[config.mk]
export PLATFORM = sky130hd
export DESIGN_NAME = page_bitmap_allocator
export DESIGN_NICKNAME = d
export VERILOG_FILES = /design/src/rtl/pba_pkg.sv /design/src/rtl/page_bitmap_allocator.sv /design/src/rtl/pba_run_scan.sv
export SDC_FILE = /design/constraint.sdc
export NUM_CORES = 2
export LEC_CHECK = 0
export BUFFER_PORTS_ARGS = -buffer_cell sky130_fd_sc_hd__buf_2
export CORE_ASPECT_RATIO = 1.2
export CORE_UTILIZATION = 63
export DETAILED_ROUTE_END_ITERATION = 7
export PLACE_DENSITY = 0.87
export SYNTH_ARGS = -nofsm -noshare
export SYNTH_HDL_FRONTEND = slang
export SYNTH_SLANG_ARGS = --single-unit
[constraint.sdc]
create_clock -name clk -period 6.8 [get_ports clk]
set_input_delay 1.36 -clock clk [delete_from_list [all_inputs] [get_ports clk]]
set_output_delay 1.36 -clock clk [all_outputs]
set_load 0.005 [all_outputs]
[src/rtl/pba_pkg.sv]
// Shared constants, codes and types of the page bitmap allocator.
package pba_pkg;

	localparam int ADDR_W     = 32;
	localparam int LEN_W      = 23;
	localparam int PAGE_SHIFT = 12;
	localparam int PAGE_MASK  = 4095;
	localparam int WORD_BITS  = 8;
	localparam int WB_W       = 3;
	// page numbers: (32 - 12) bits plus one for counts up to 2^20
	localparam int PG_W       = ADDR_W - PAGE_SHIFT + 1;
	// page count of one request: ceil of a 23-bit length over 4096
	localparam int NPG_W      = LEN_W + 1 - PAGE_SHIFT;

	localparam logic [ADDR_W-1:0] LIMIT_RESET = 32'd4194304;

	// configuration register indexes
	localparam logic CFG_BASE  = 1'b0;
	localparam logic CFG_LIMIT = 1'b1;

	// opcodes
	localparam logic [1:0] OP_ALLOC = 2'd0;
	localparam logic [1:0] OP_FREE  = 2'd1;
	localparam logic [1:0] OP_CHECK = 2'd2;

	// status codes
	localparam logic [1:0] ST_OK       = 2'd0;
	localparam logic [1:0] ST_OOM      = 2'd1;
	localparam logic [1:0] ST_LIMIT    = 2'd2;
	localparam logic [1:0] ST_NOTALLOC = 2'd3;

	typedef enum logic [3:0] {
		S_CLEAR,
		S_IDLE,
		S_PREP,
		S_PLACE,
		S_SETUP,
		S_SEARCH,
		S_FOUND,
		S_RANGE,
		S_RESP
	} state_t;

	// per-word first-fit scan result
	typedef struct packed {
		logic            found;
		logic [PG_W-1:0] hit_pg;
		logic [PG_W-1:0] run;
	} scan_res_t;

endpackage

[src/rtl/page_bitmap_allocator.sv]
// Page bitmap allocator: one used bit per 4 KiB page, first-fit search.
//
// Input channel: in_valid/in_stall carry one request item (opcode, address,
// length); the item is taken when in_valid is high and in_stall low.
// Output channel: out_valid/out_stall carry one result item per request
// (result_address, status), held stable while out_stall is high.
// Configuration: cfg_we writes cfg_data to region_base (index 0) or
// region_limit (index 1); write only while no request is in flight.
// One request is worked at a time. The bitmap sits in a memory of 8-bit
// words with a registered read; scans and read-modify-write passes move one
// word per cycle. A mark, free or check runs a range pass, and an allocate
// by search runs a search pass and then a mark pass. The memory port
// sets the rate: one word read and one written per cycle.
// Reset: a clearing pass writes every word to zero, during which in_stall
// stays high.
// A finished result waits in the result register while the output slot is
// held; no next request is taken until it moves to the output slot.
module page_bitmap_allocator #(
	parameter int NUM_PAGES = 1024
) (
	input  logic                       clk,
	input  logic                       arst_n,
	input  logic                       cfg_we,
	input  logic                       cfg_index,
	input  logic [pba_pkg::ADDR_W-1:0] cfg_data,
	input  logic                       in_valid,
	output logic                       in_stall,
	input  logic [1:0]                 opcode,
	input  logic [pba_pkg::ADDR_W-1:0] address,
	input  logic [pba_pkg::LEN_W-1:0]  length,
	output logic                       out_valid,
	input  logic                       out_stall,
	output logic [pba_pkg::ADDR_W-1:0] result_address,
	output logic [1:0]                 status
);
	import pba_pkg::*;

	localparam int ROWS = (NUM_PAGES + WORD_BITS - 1) / WORD_BITS;
	localparam int RA_W = (ROWS > 1) ? $clog2(ROWS) : 1;
	localparam logic [PG_W-1:0] NUM_PG   = PG_W'(NUM_PAGES);
	localparam logic [RA_W-1:0] LAST_ROW = RA_W'(ROWS - 1);

	state_t state_q, state_d;

	logic [ADDR_W-1:0]    base_q, limit_q;
	logic [PG_W-1:0]      cnt_q;
	logic [1:0]           op_q;
	logic [ADDR_W-1:0]    addr_q;
	logic [LEN_W-1:0]     len_q;
	logic [NPG_W-1:0]     npg_q;
	logic [PG_W-1:0]      lo_pg_q;
	logic [RA_W-1:0]      lo_w_q, last_w_q, issue_q, wrd_s1, clr_q;
	logic [WB_W-1:0]      lo_b_q, hi_b_q;
	logic                 iss_more_q, vld_s1;
	logic [PG_W-1:0]      run_q, hit_q;
	logic [ADDR_W-1:0]    res_addr_q, out_addr_q;
	logic [1:0]           res_st_q, out_st_q;
	logic                 out_valid_q;

	logic [WORD_BITS-1:0] mem [ROWS];
	logic [WORD_BITS-1:0] rdata_s1;

	logic [ADDR_W-1:0]    diff, off, found_addr;
	logic [PG_W-1:0]      cnt_full, cnt_d, start_pg, cnt_last;
	logic [PG_W-1:0]      rng_end, rng_last, hi_pg, sp, pg0;
	logic [LEN_W:0]       len_sum;
	logic [NPG_W-1:0]     npg_in;
	logic [ADDR_W:0]      end_sum;
	logic                 lim_over, below_base, is_search, is_check, scanning;
	logic                 slot_free;
	logic [WORD_BITS-1:0] page_mask, wr_data;
	logic                 wr_en;
	logic [RA_W-1:0]      wr_addr;
	logic                 fin;
	logic [ADDR_W-1:0]    fin_addr;
	logic [1:0]           fin_st;
	scan_res_t            scan;

	// region page count, capped at the store size
	assign diff     = limit_q - base_q;
	assign cnt_full = PG_W'(diff[ADDR_W-1:PAGE_SHIFT]) + PG_W'(|diff[PAGE_SHIFT-1:0]);
	assign cnt_d    = (cnt_full > NUM_PG) ? NUM_PG : cnt_full;
	assign cnt_last = cnt_q - PG_W'(1);

	// request length in whole pages
	assign len_sum = {1'b0, length} + (LEN_W + 1)'(PAGE_MASK);
	assign npg_in  = len_sum[LEN_W:PAGE_SHIFT];

	// limit and base tests, start page of the range
	assign end_sum    = {1'b0, addr_q} + (ADDR_W + 1)'(len_q);
	assign lim_over   = end_sum > {1'b0, limit_q};
	assign below_base = addr_q < base_q;
	assign off        = addr_q - base_q;
	assign start_pg   = PG_W'(off[ADDR_W-1:PAGE_SHIFT]);
	assign is_search  = (op_q == OP_ALLOC) && (addr_q == '0);
	assign is_check   = (op_q == OP_CHECK);

	// last page of the range, clipped to the store
	assign rng_end  = lo_pg_q + PG_W'(npg_q);
	assign rng_last = rng_end - PG_W'(1);
	assign hi_pg    = (rng_last > NUM_PG - PG_W'(1)) ? (NUM_PG - PG_W'(1)) : rng_last;

	// start address of a found run
	assign sp         = hit_q - PG_W'(npg_q) + PG_W'(1);
	assign found_addr = base_q + (ADDR_W'(sp) << PAGE_SHIFT);

	assign scanning  = (state_q == S_SEARCH) || (state_q == S_RANGE);
	assign slot_free = !out_valid_q || !out_stall;

	// pages of the word in flight that fall inside the range
	always_comb begin
		for (int j = 0; j < WORD_BITS; j++) begin
			page_mask[j] = ((wrd_s1 != lo_w_q) || (WB_W'(j) >= lo_b_q)) &&
				((wrd_s1 != last_w_q) || (WB_W'(j) <= hi_b_q));
		end
	end

	// search one word per cycle
	assign pg0 = PG_W'(wrd_s1) << WB_W;

	pba_run_scan u_scan (
		.word   (rdata_s1),
		.pg0    (pg0),
		.cnt    (cnt_q),
		.run_in (run_q),
		.req    (npg_q),
		.res    (scan)
	);

	// write port: clearing pass or range update of the word just read
	assign wr_en   = (state_q == S_CLEAR) || ((state_q == S_RANGE) && vld_s1 && !is_check);
	assign wr_addr = (state_q == S_CLEAR) ? clr_q : wrd_s1;
	assign wr_data = (state_q == S_CLEAR) ? '0 :
		((op_q == OP_ALLOC) ? (rdata_s1 | page_mask) : (rdata_s1 & ~page_mask));

	// bitmap memory; a pass reads word k+1 while writing word k, never the same
	always_ff @(posedge clk) begin
		if (wr_en) begin
			mem[wr_addr] <= wr_data;
		end
		rdata_s1 <= mem[issue_q];
	end

	// next state and finish decisions
	always_comb begin
		state_d  = state_q;
		fin      = 1'b0;
		fin_addr = '0;
		fin_st   = ST_OK;
		unique case (state_q)
			S_CLEAR: begin
				if (clr_q == LAST_ROW) state_d = S_IDLE;
			end
			S_IDLE: begin
				if (in_valid) state_d = S_PREP;
			end
			S_PREP: begin
				case (op_q) inside
					OP_ALLOC, OP_FREE: begin
						if (is_search) begin
							if (cnt_q <= PG_W'(1)) begin
								fin    = 1'b1;
								fin_st = ST_OOM;
							end else if (npg_q == '0) begin
								state_d = S_FOUND;
							end else begin
								state_d = S_SEARCH;
							end
						end else begin
							state_d = S_PLACE;
						end
					end
					OP_CHECK: begin
						if (below_base || lim_over) begin
							fin    = 1'b1;
							fin_st = ST_NOTALLOC;
						end else begin
							state_d = S_SETUP;
						end
					end
					default: begin
						fin = 1'b1;
					end
				endcase
			end
			S_PLACE: begin
				if (lim_over) begin
					fin    = 1'b1;
					fin_st = ST_LIMIT;
				end else begin
					state_d = S_SETUP;
				end
			end
			S_SETUP: begin
				if (npg_q == '0) begin
					fin      = 1'b1;
					fin_addr = addr_q;
				end else if (is_check) begin
					if (rng_end > NUM_PG) begin
						fin    = 1'b1;
						fin_st = ST_NOTALLOC;
					end else begin
						state_d = S_RANGE;
					end
				end else if (lo_pg_q >= NUM_PG) begin
					fin      = 1'b1;
					fin_addr = addr_q;
				end else begin
					state_d = S_RANGE;
				end
			end
			S_SEARCH: begin
				if (vld_s1) begin
					if (scan.found) begin
						state_d = S_FOUND;
					end else if (wrd_s1 == last_w_q) begin
						fin    = 1'b1;
						fin_st = ST_OOM;
					end
				end
			end
			S_FOUND: begin
				state_d = S_PLACE;
			end
			S_RANGE: begin
				if (vld_s1) begin
					if (is_check && ((rdata_s1 & page_mask) != page_mask)) begin
						fin    = 1'b1;
						fin_st = ST_NOTALLOC;
					end else if (wrd_s1 == last_w_q) begin
						fin      = 1'b1;
						fin_addr = addr_q;
					end
				end
			end
			S_RESP: begin
				if (slot_free) state_d = S_IDLE;
			end
			default: begin
				state_d = S_IDLE;
			end
		endcase
		if (fin) state_d = S_RESP;
	end

	// state register
	always_ff @(posedge clk or negedge arst_n) begin
		if (!arst_n) begin
			state_q <= S_CLEAR;
		end else begin
			state_q <= state_d;
		end
	end

	// control registers: configuration, pass counters, output valid
	always_ff @(posedge clk or negedge arst_n) begin
		if (!arst_n) begin
			base_q      <= '0;
			limit_q     <= LIMIT_RESET;
			cnt_q       <= '0;
			clr_q       <= '0;
			vld_s1      <= 1'b0;
			iss_more_q  <= 1'b0;
			out_valid_q <= 1'b0;
		end else begin
			if (cfg_we) begin
				unique case (cfg_index)
					CFG_BASE:  base_q  <= cfg_data;
					CFG_LIMIT: limit_q <= cfg_data;
				endcase
			end
			cnt_q <= cnt_d;
			if (state_q == S_CLEAR) clr_q <= clr_q + RA_W'(1);
			// advance the read pointer; stop after the last word
			if (scanning && iss_more_q) begin
				vld_s1     <= 1'b1;
				iss_more_q <= (issue_q != last_w_q);
			end else begin
				vld_s1 <= 1'b0;
			end
			if ((state_q == S_PREP) || (state_q == S_SETUP)) iss_more_q <= 1'b1;
			// load the output slot, drop it once taken
			if ((state_q == S_RESP) && slot_free) begin
				out_valid_q <= 1'b1;
			end else if (!out_stall) begin
				out_valid_q <= 1'b0;
			end
		end
	end

	// request and pass payload
	always_ff @(posedge clk) begin
		if ((state_q == S_IDLE) && in_valid) begin
			op_q   <= opcode;
			addr_q <= address;
			len_q  <= length;
			npg_q  <= npg_in;
		end
		if (state_q == S_PREP) begin
			issue_q  <= '0;
			last_w_q <= cnt_last[RA_W+WB_W-1:WB_W];
			run_q    <= '0;
			hit_q    <= '0;
		end
		if ((state_q == S_PREP) || (state_q == S_PLACE)) lo_pg_q <= start_pg;
		if (state_q == S_SETUP) begin
			lo_w_q   <= lo_pg_q[RA_W+WB_W-1:WB_W];
			lo_b_q   <= lo_pg_q[WB_W-1:0];
			last_w_q <= hi_pg[RA_W+WB_W-1:WB_W];
			hi_b_q   <= hi_pg[WB_W-1:0];
			issue_q  <= lo_pg_q[RA_W+WB_W-1:WB_W];
		end
		if (scanning && iss_more_q) begin
			issue_q <= issue_q + RA_W'(1);
			wrd_s1  <= issue_q;
		end
		if ((state_q == S_SEARCH) && vld_s1) begin
			run_q <= scan.run;
			if (scan.found) hit_q <= scan.hit_pg;
		end
		if (state_q == S_FOUND) addr_q <= found_addr;
		if (fin) begin
			res_addr_q <= fin_addr;
			res_st_q   <= fin_st;
		end
		if ((state_q == S_RESP) && slot_free) begin
			out_addr_q <= res_addr_q;
			out_st_q   <= res_st_q;
		end
	end

	assign in_stall       = (state_q != S_IDLE);
	assign out_valid      = out_valid_q;
	assign result_address = out_addr_q;
	assign status         = out_st_q;

	// a range pass stays inside its word bounds
	ap_range_words: assert property (@(posedge clk) disable iff (!arst_n)
		(state_q == S_RANGE) && vld_s1 |-> (wrd_s1 >= lo_w_q) && (wrd_s1 <= last_w_q))
		else $error("range pass left its word bounds");

	// a found run ends inside the searchable pages
	ap_hit_in_region: assert property (@(posedge clk) disable iff (!arst_n)
		(state_q == S_SEARCH) && vld_s1 && scan.found |->
			(scan.hit_pg != '0) && (scan.hit_pg < cnt_q))
		else $error("search hit outside the region");

	// a finished result waits while the output slot is held
	ap_resp_holds: assert property (@(posedge clk) disable iff (!arst_n)
		(state_q == S_RESP) && out_valid_q && out_stall |=> (state_q == S_RESP))
		else $error("result dropped while output stalled");

	// a stalled result stays valid and unchanged outside S_RESP
	ap_load_slot: assert property (@(posedge clk) disable iff (!arst_n)
		out_valid_q && out_stall && (state_q != S_RESP) |=> out_valid_q && $stable(out_addr_q))
		else $error("stalled result changed");

endmodule

[src/rtl/pba_run_scan.sv]
// First-fit run scan over one bitmap word.
module pba_run_scan (
	input  logic [pba_pkg::WORD_BITS-1:0] word,
	input  logic [pba_pkg::PG_W-1:0]      pg0,
	input  logic [pba_pkg::PG_W-1:0]      cnt,
	input  logic [pba_pkg::PG_W-1:0]      run_in,
	input  logic [pba_pkg::NPG_W-1:0]     req,
	output pba_pkg::scan_res_t            res
);
	import pba_pkg::*;

	// walk the word's pages; page 0 and pages past the region count as used
	always_comb begin
		logic [PG_W-1:0] pg;
		logic            used;
		logic            all_free;
		logic [WB_W:0]   tail;
		logic [PG_W-1:0] run_j;
		res      = '0;
		all_free = 1'b1;
		tail     = '0;
		for (int j = 0; j < WORD_BITS; j++) begin
			pg   = pg0 + PG_W'(j);
			used = word[j] || (pg == '0) || (pg >= cnt);
			if (used) begin
				all_free = 1'b0;
				tail     = '0;
			end else begin
				tail = tail + 1'b1;
			end
			// run length ending at this page, continued from earlier words
			run_j = all_free ? (run_in + PG_W'(j + 1)) : PG_W'(tail);
			if (!res.found && !used && (run_j >= PG_W'(req))) begin
				res.found  = 1'b1;
				res.hit_pg = pg;
			end
			res.run = run_j;
		end
	end

endmodule
* After elaboration in Yosys (flattened, before gate mapping)
Memories as Yosys holds them, arrays and structs flattened. A register that Yosys moved wholly into a read port is not among the register bits. Cells that the tools add are included. Widths: inputs -> output; s select.
Operators by class: $add $sub $neg 35, $lt $le $gt $ge 39, eq/ne operators 31, mux-type cells 112, bitwise gates (word level) 5, reductions and logical operators 109
Operators by type and width (number):
- $mux 21 | 14
- $mux 32 | 8
- $mux 22 | 8
- $ge 21x12->1 | 8
- $logic_not 21->1 | 8
- $ge 11x21->1 | 7
- $mux 4 | 23
- $add 21x3->21 const B | 4
- $pmux 32 s2 | 1
- $sub 32x32->32 | 2
- $add 10x3->11 const B | 4
- $add 21x2->21 const B | 2
- $gt 21x11->1 const B | 2
- $mux 7 | 6
- $logic_or 1x1->1 | 38
- $mux 1 | 36
- $pmux 4 s9 | 1
- $add 32x23->33 | 1
- $gt 33x32->1 | 1
- $add 32x32->32 | 1
- $logic_not 32->1 | 1
- $lt 32x32->1 | 1
- $logic_and 1x1->1 | 31
- $add 23x12->24 const B | 1
- 59 further kinds | 122
Storage, ports and cells: flip-flop bits (word level) 332, RAM bits 1024, input port bits 95, output and inout port bits 36, logic and storage cells 357, memories 1
Memory list:
- mem | depth 128, width 8, read ports 1, clocked after Yosys merged registers in 1, write ports 1, RTL line page_bitmap_allocator.sv:60 | logic [WORD_BITS-1:0] mem [ROWS];

* Longest topological paths before layout
depth in word-level cells 41, mapped depth 31, depth with buffers taken out 30

* Modules after synthesis
From an unflattened synthesis, not the netlist that was laid out.
Second synthesis, totals: cells, all modules 5803, area total of the unflattened synthesis 74612.8 µm²
Modules (own cells, without submodules):
- page_bitmap_allocator | times used 1, cells each 3792, area each 60885.9 µm², seq. area each 40154.8 µm²
- pba_run_scan | times used 1, cells each 2011, area each 13726.9 µm², seq. area each 0.0 µm²

* Least setup slack after synthesis
No wires, ideal clock.
path kind register to register, start point register cnt_q[13], end point register res_addr_q[0] (enable), setup time 0.406 ns, data arrival time 5.784 ns, required time 6.394 ns, path slack 0.610 ns, stages on the path, launching flop included 29, buffers on the path 1, period minus slack after synthesis 6.190 ns, cells stage by stage dfrtp_1 nor4_1 and3_1 clkbuf_1 nand2_1 o221ai_1 nor3b_1 o21a_1 ha_1 inv_1 nor2_1 ha_1 and3_1 ha_1 and3_1 nor3b_1 xor2_1 o21ai_0 nor2_1 ha_1 a21o_1 a21oi_1 o21ai_0 a21o_1 a31oi_1 a21o_1 nand4_1 o311a_1 o2111ai_2
RTL lines:
- from (decl) | RTL line page_bitmap_allocator.sv:46 | logic [PG_W-1:0] cnt_q;
- from (signal assigned) | RTL line page_bitmap_allocator.sv:272 | cnt_q <= cnt_d;
- to (signal assigned) | RTL line page_bitmap_allocator.sv:323 | res_addr_q <= fin_addr;
- to (decl) | RTL line page_bitmap_allocator.sv:56 | logic [ADDR_W-1:0] res_addr_q, out_addr_q;

==> results_dict.tcl <==
set metrics [dict create \
    dieArea_um2 107000 \
    synth_mux_area_share_pct 12.3 \
    reg2reg_from "cnt_q[7]$_DFF_PN0_" \
    min_to "result_address[21]$_DFFE_PP_" \
    r2r_cells 30 \
    worstMarginPinSlew_ns 1.46 \
    synth-compound-area-share_pct 7.13 \
    syn2layout_area_growth_pct 10.4 \
    fin_crit_ns 6.62 \
    vias 43600 \
    cts_buffer_depth 3 \
    fin_crit_sh_pct 97.3 \
    synth_edf_count 1236 \
    clock_skew_ns 0.0635 \
    finalSetupViolations 0 \
    netlist_instances 4658 \
    dp_slack_ns 0.215 \
    hp-class "reg2reg" \
    cp_slowest_cell "o311a_1" \
    crit_type "reg2reg" \
    grt_util_all_layers_pct 35.9 \
    place_congestion 0.997 \
    power_density_nw_per_um2 400 \
    power_mw 29.4 \
    end_kind "flop" \
    cts_tree "built" \
    start_util_pct 63.6 \
    fill_cells 6496 \
    outcome "finished with violations" \
    port_buffers 130 \
    slowest_delay_ns 0.38 \
    post-route-util_pct 70.2 \
    wirelength_um 191000 \
    hold_slack_ns 0.419 \
    clock-sinks 1363 \
    setup_tns_ns 0 \
    maxSlewHeadroom_pct 1.48 \
    path_clk_slew_ns 0.07 \
    fin_area_um2 73500 \
    synthFlopType "edfxtp_1" \
    grt_overflow_total 0 \
    grt_pass1_vias 43300 \
    cp_max_fo 5 \
    yosys.area_share.simple_pct 8.87 \
    stdcell_count 6326 \
    seq_area_frac_synth_pct 60.3 \
    drtPass1Iterations 6 \
    synth_top_family_by_area "multiplexers" \
    fp.dieH_um 358 \
    cts_root_buf "clkbuf_16" \
    ctsHoldBuffers 0 \
    dpl.cell_count 6071 \
    critPathMostFrequentCell "ha_1" \
    netlist.area_leader.share_pct 55.7 \
    yosysTopAreaCell "edfxtp_1" \
    worstSetupStartpoint "cnt_q[7]$_DFF_PN0_" \
    drt-initial-drc-count 5840 \
    synth_common_cells "edfxtp_1 (1236), nor2_1 (408), mux4_2 (336)" \
    drc 0 \
    fin_ws_ns 0.183 \
    ant_nets 0 \
    synth-xor-area-share_pct 3.51 \
    synth_most_common_cell "edfxtp_1" \
    cts_made_buffers 132 \
    async_flop_share_pct 7.26 \
    ys_ff_latch 1363 \
    fin_nets 5231 \
    final_max_slew_viol_count 0 \
    grt_max_degree 165 \
    synthTopCellsByArea "edfxtp_1 (56%), mux4_2 (11%), ha_1 (5.7%)" \
    h-tree-depth 4 \
    core-area_um2 105000 \
    clk_latency_ns 0.80 \
    rows 130 \
    finalHoldViolations 0 \
    cap_violations 1 \
    crit_required_ns 7.25 \
    max_freq_ghz 0.151 \
    place_area_um2 69100 \
    leakagePower_nw 25.8 \
    ys_warn_count 0 \
    viasPerCell 6.89 \
    dpl.hpwl_um 122000 \
    ir_worst_vdd_mv 0.436 \
    holdPathStages 0 \
    drive_above_1_share_pct 17.5 \
    violations "max-capacitance violations" \
    num_io_pins 131 \
    die-width_um 299 \
    min-delay-start "res_addr_q[21]$_DFFE_PP_" \
    syn_area_um2 66600 \
    cp.arrival_ns 7.07 \
    synth_fa_ha_area_share_pct 5.84 \
    wire_per_inst_um 30.2 \
    grt_pass1_wl_um 280000 \
    reg2reg_to "res_st_q[0]$_DFFE_PP_" \
    ys_types 96 \
    crit_path_start_kind "flop" \
    r2r_slack_ns 0.18 \
    avgSynthCellArea_um2 14.3 \
    antenna_found_initial 13 \
]
logic make-up (layout without fill, tap and decap cells):
logic type | count (synthesis) | count (layout)
AO/OA/AOI/OAI | 741 | 741
AND/OR/NAND/NOR | 1231 | 1231
adder cells (fa/ha/maj) | 308 | 308
XOR/XNOR | 267 | 267
flip-flops | 1363 | 1363
other | 1 | 17
buffers and inverters | 354 | 620
multiplexers | 393 | 393
what timing repair did:
action / in CTS / in global routing
endpoints found under the hold margin: 0 / 0
setup endpoints to repair: 0 / 58
gates resized for setup: 0 / 9
buffers inserted: 0 / 4
power by group:
group | total (mW) | internal (mW) | leakage, nW | switching [mW]
Sequential | 10.9 | 10.3 | 12.8 | 0.597
Clock | 7.35 | 3.95 | 2.08 | 3.39
Combinational | 11.2 | 4.44 | 10.9 | 6.77
Total | 29.4 | 18.7 | 25.8 | 10.8
per-layer routing:
metal | part of all wire (%) | up-vias | track usage, % | wire (um)
met5 | 0.030 | - | 0 | 58
met3 | 9.7 | 749 | 6.63 | 18600
met2 | 49 | 3026 | 59.6 | 93000
li1 | - | 18400 | - | -
met4 | 7.3 | 10 | 22.2 | 14000
met1 | 34 | 21400 | 44.1 | 65300
layout by cell type (no fill, tap or decap), types with 15 or more instances in the layout:
cell	instances
a211oi_1	27
a21o_1	63
a21oi_1	178
a31oi_1	30
and2_1	58
and3_1	46
buf_2	129
buf_4	81
clkbuf_1	20
clkbuf_16	135
clkinv_1	25
clkinv_2	27
dfrtp_1	98
dfxtp_1	28
edfxtp_1	1236
ha_1	303
inv_1	160
mux2_2	47
mux4_2	336
nand2_1	267
nand2b_1	42
nand3_1	112
nand4_1	50
nor2_1	401
nor2b_1	29
nor3_1	90
nor4_1	37
o211ai_1	15
o21a_1	30
o21ai_0	203
o21bai_1	23
o31ai_1	21
or2_2	17
or3_1	21
xnor2_1	176
xor2_1	91
area by class of cell:
class                      count  area [um2]  area share (%)
antenna                        7        17.5          0.0238
clock buffer                 157        3470            4.72
clock inverter                82         810            1.10
inverter                     161         604           0.822
multi-input combinational   2950       25300            34.4
sequential                  1363       40200            54.6
tap                         1386        1730            2.36
timing repair buffer         220        1440            1.96
state kept, by name (all words and copies together), names as in the netlist, 8 cells and up:
register,flops
addr_q,32
base_q,32
cnt_q,21
hit_q,20
len_q,23
limit_q,32
lo_pg_q,20
mem,1024
npg_q,12
rdata_s1,8
res_addr_q,32
result_address,32
run_q,21
how the worst max path moves through the flow:
stage / endpoint / cells past startpoint
floorplan: res_addr_q[0]$_DFFE_PP_ / 28
global placement: res_addr_q[2]$_DFFE_PP_ / 30
finish: res_st_q[0]$_DFFE_PP_ / 30
global route: res_st_q[0]$_DFFE_PP_ / 30
detailed placement: res_addr_q[1]$_DFFE_PP_ / 30
CTS: res_addr_q[1]$_DFFE_PP_ / 30
critical path: cells and delay by family (launching register included):
| kind | cells | cell delay (ns) |
|---|---|---|
| xor gates and xnor gates | 1 | 0.15 |
| adders and majority gates | 5 | 1.53 |
| AOI/OAI and AO/OA | 12 | 2.44 |
| DFF | 1 | 0.35 |
| buffers and inverters | 3 | 0.44 |
| and+or+nand+nor | 9 | 1.39 |
Note: power is estimated with default switching activity, not from simulation.
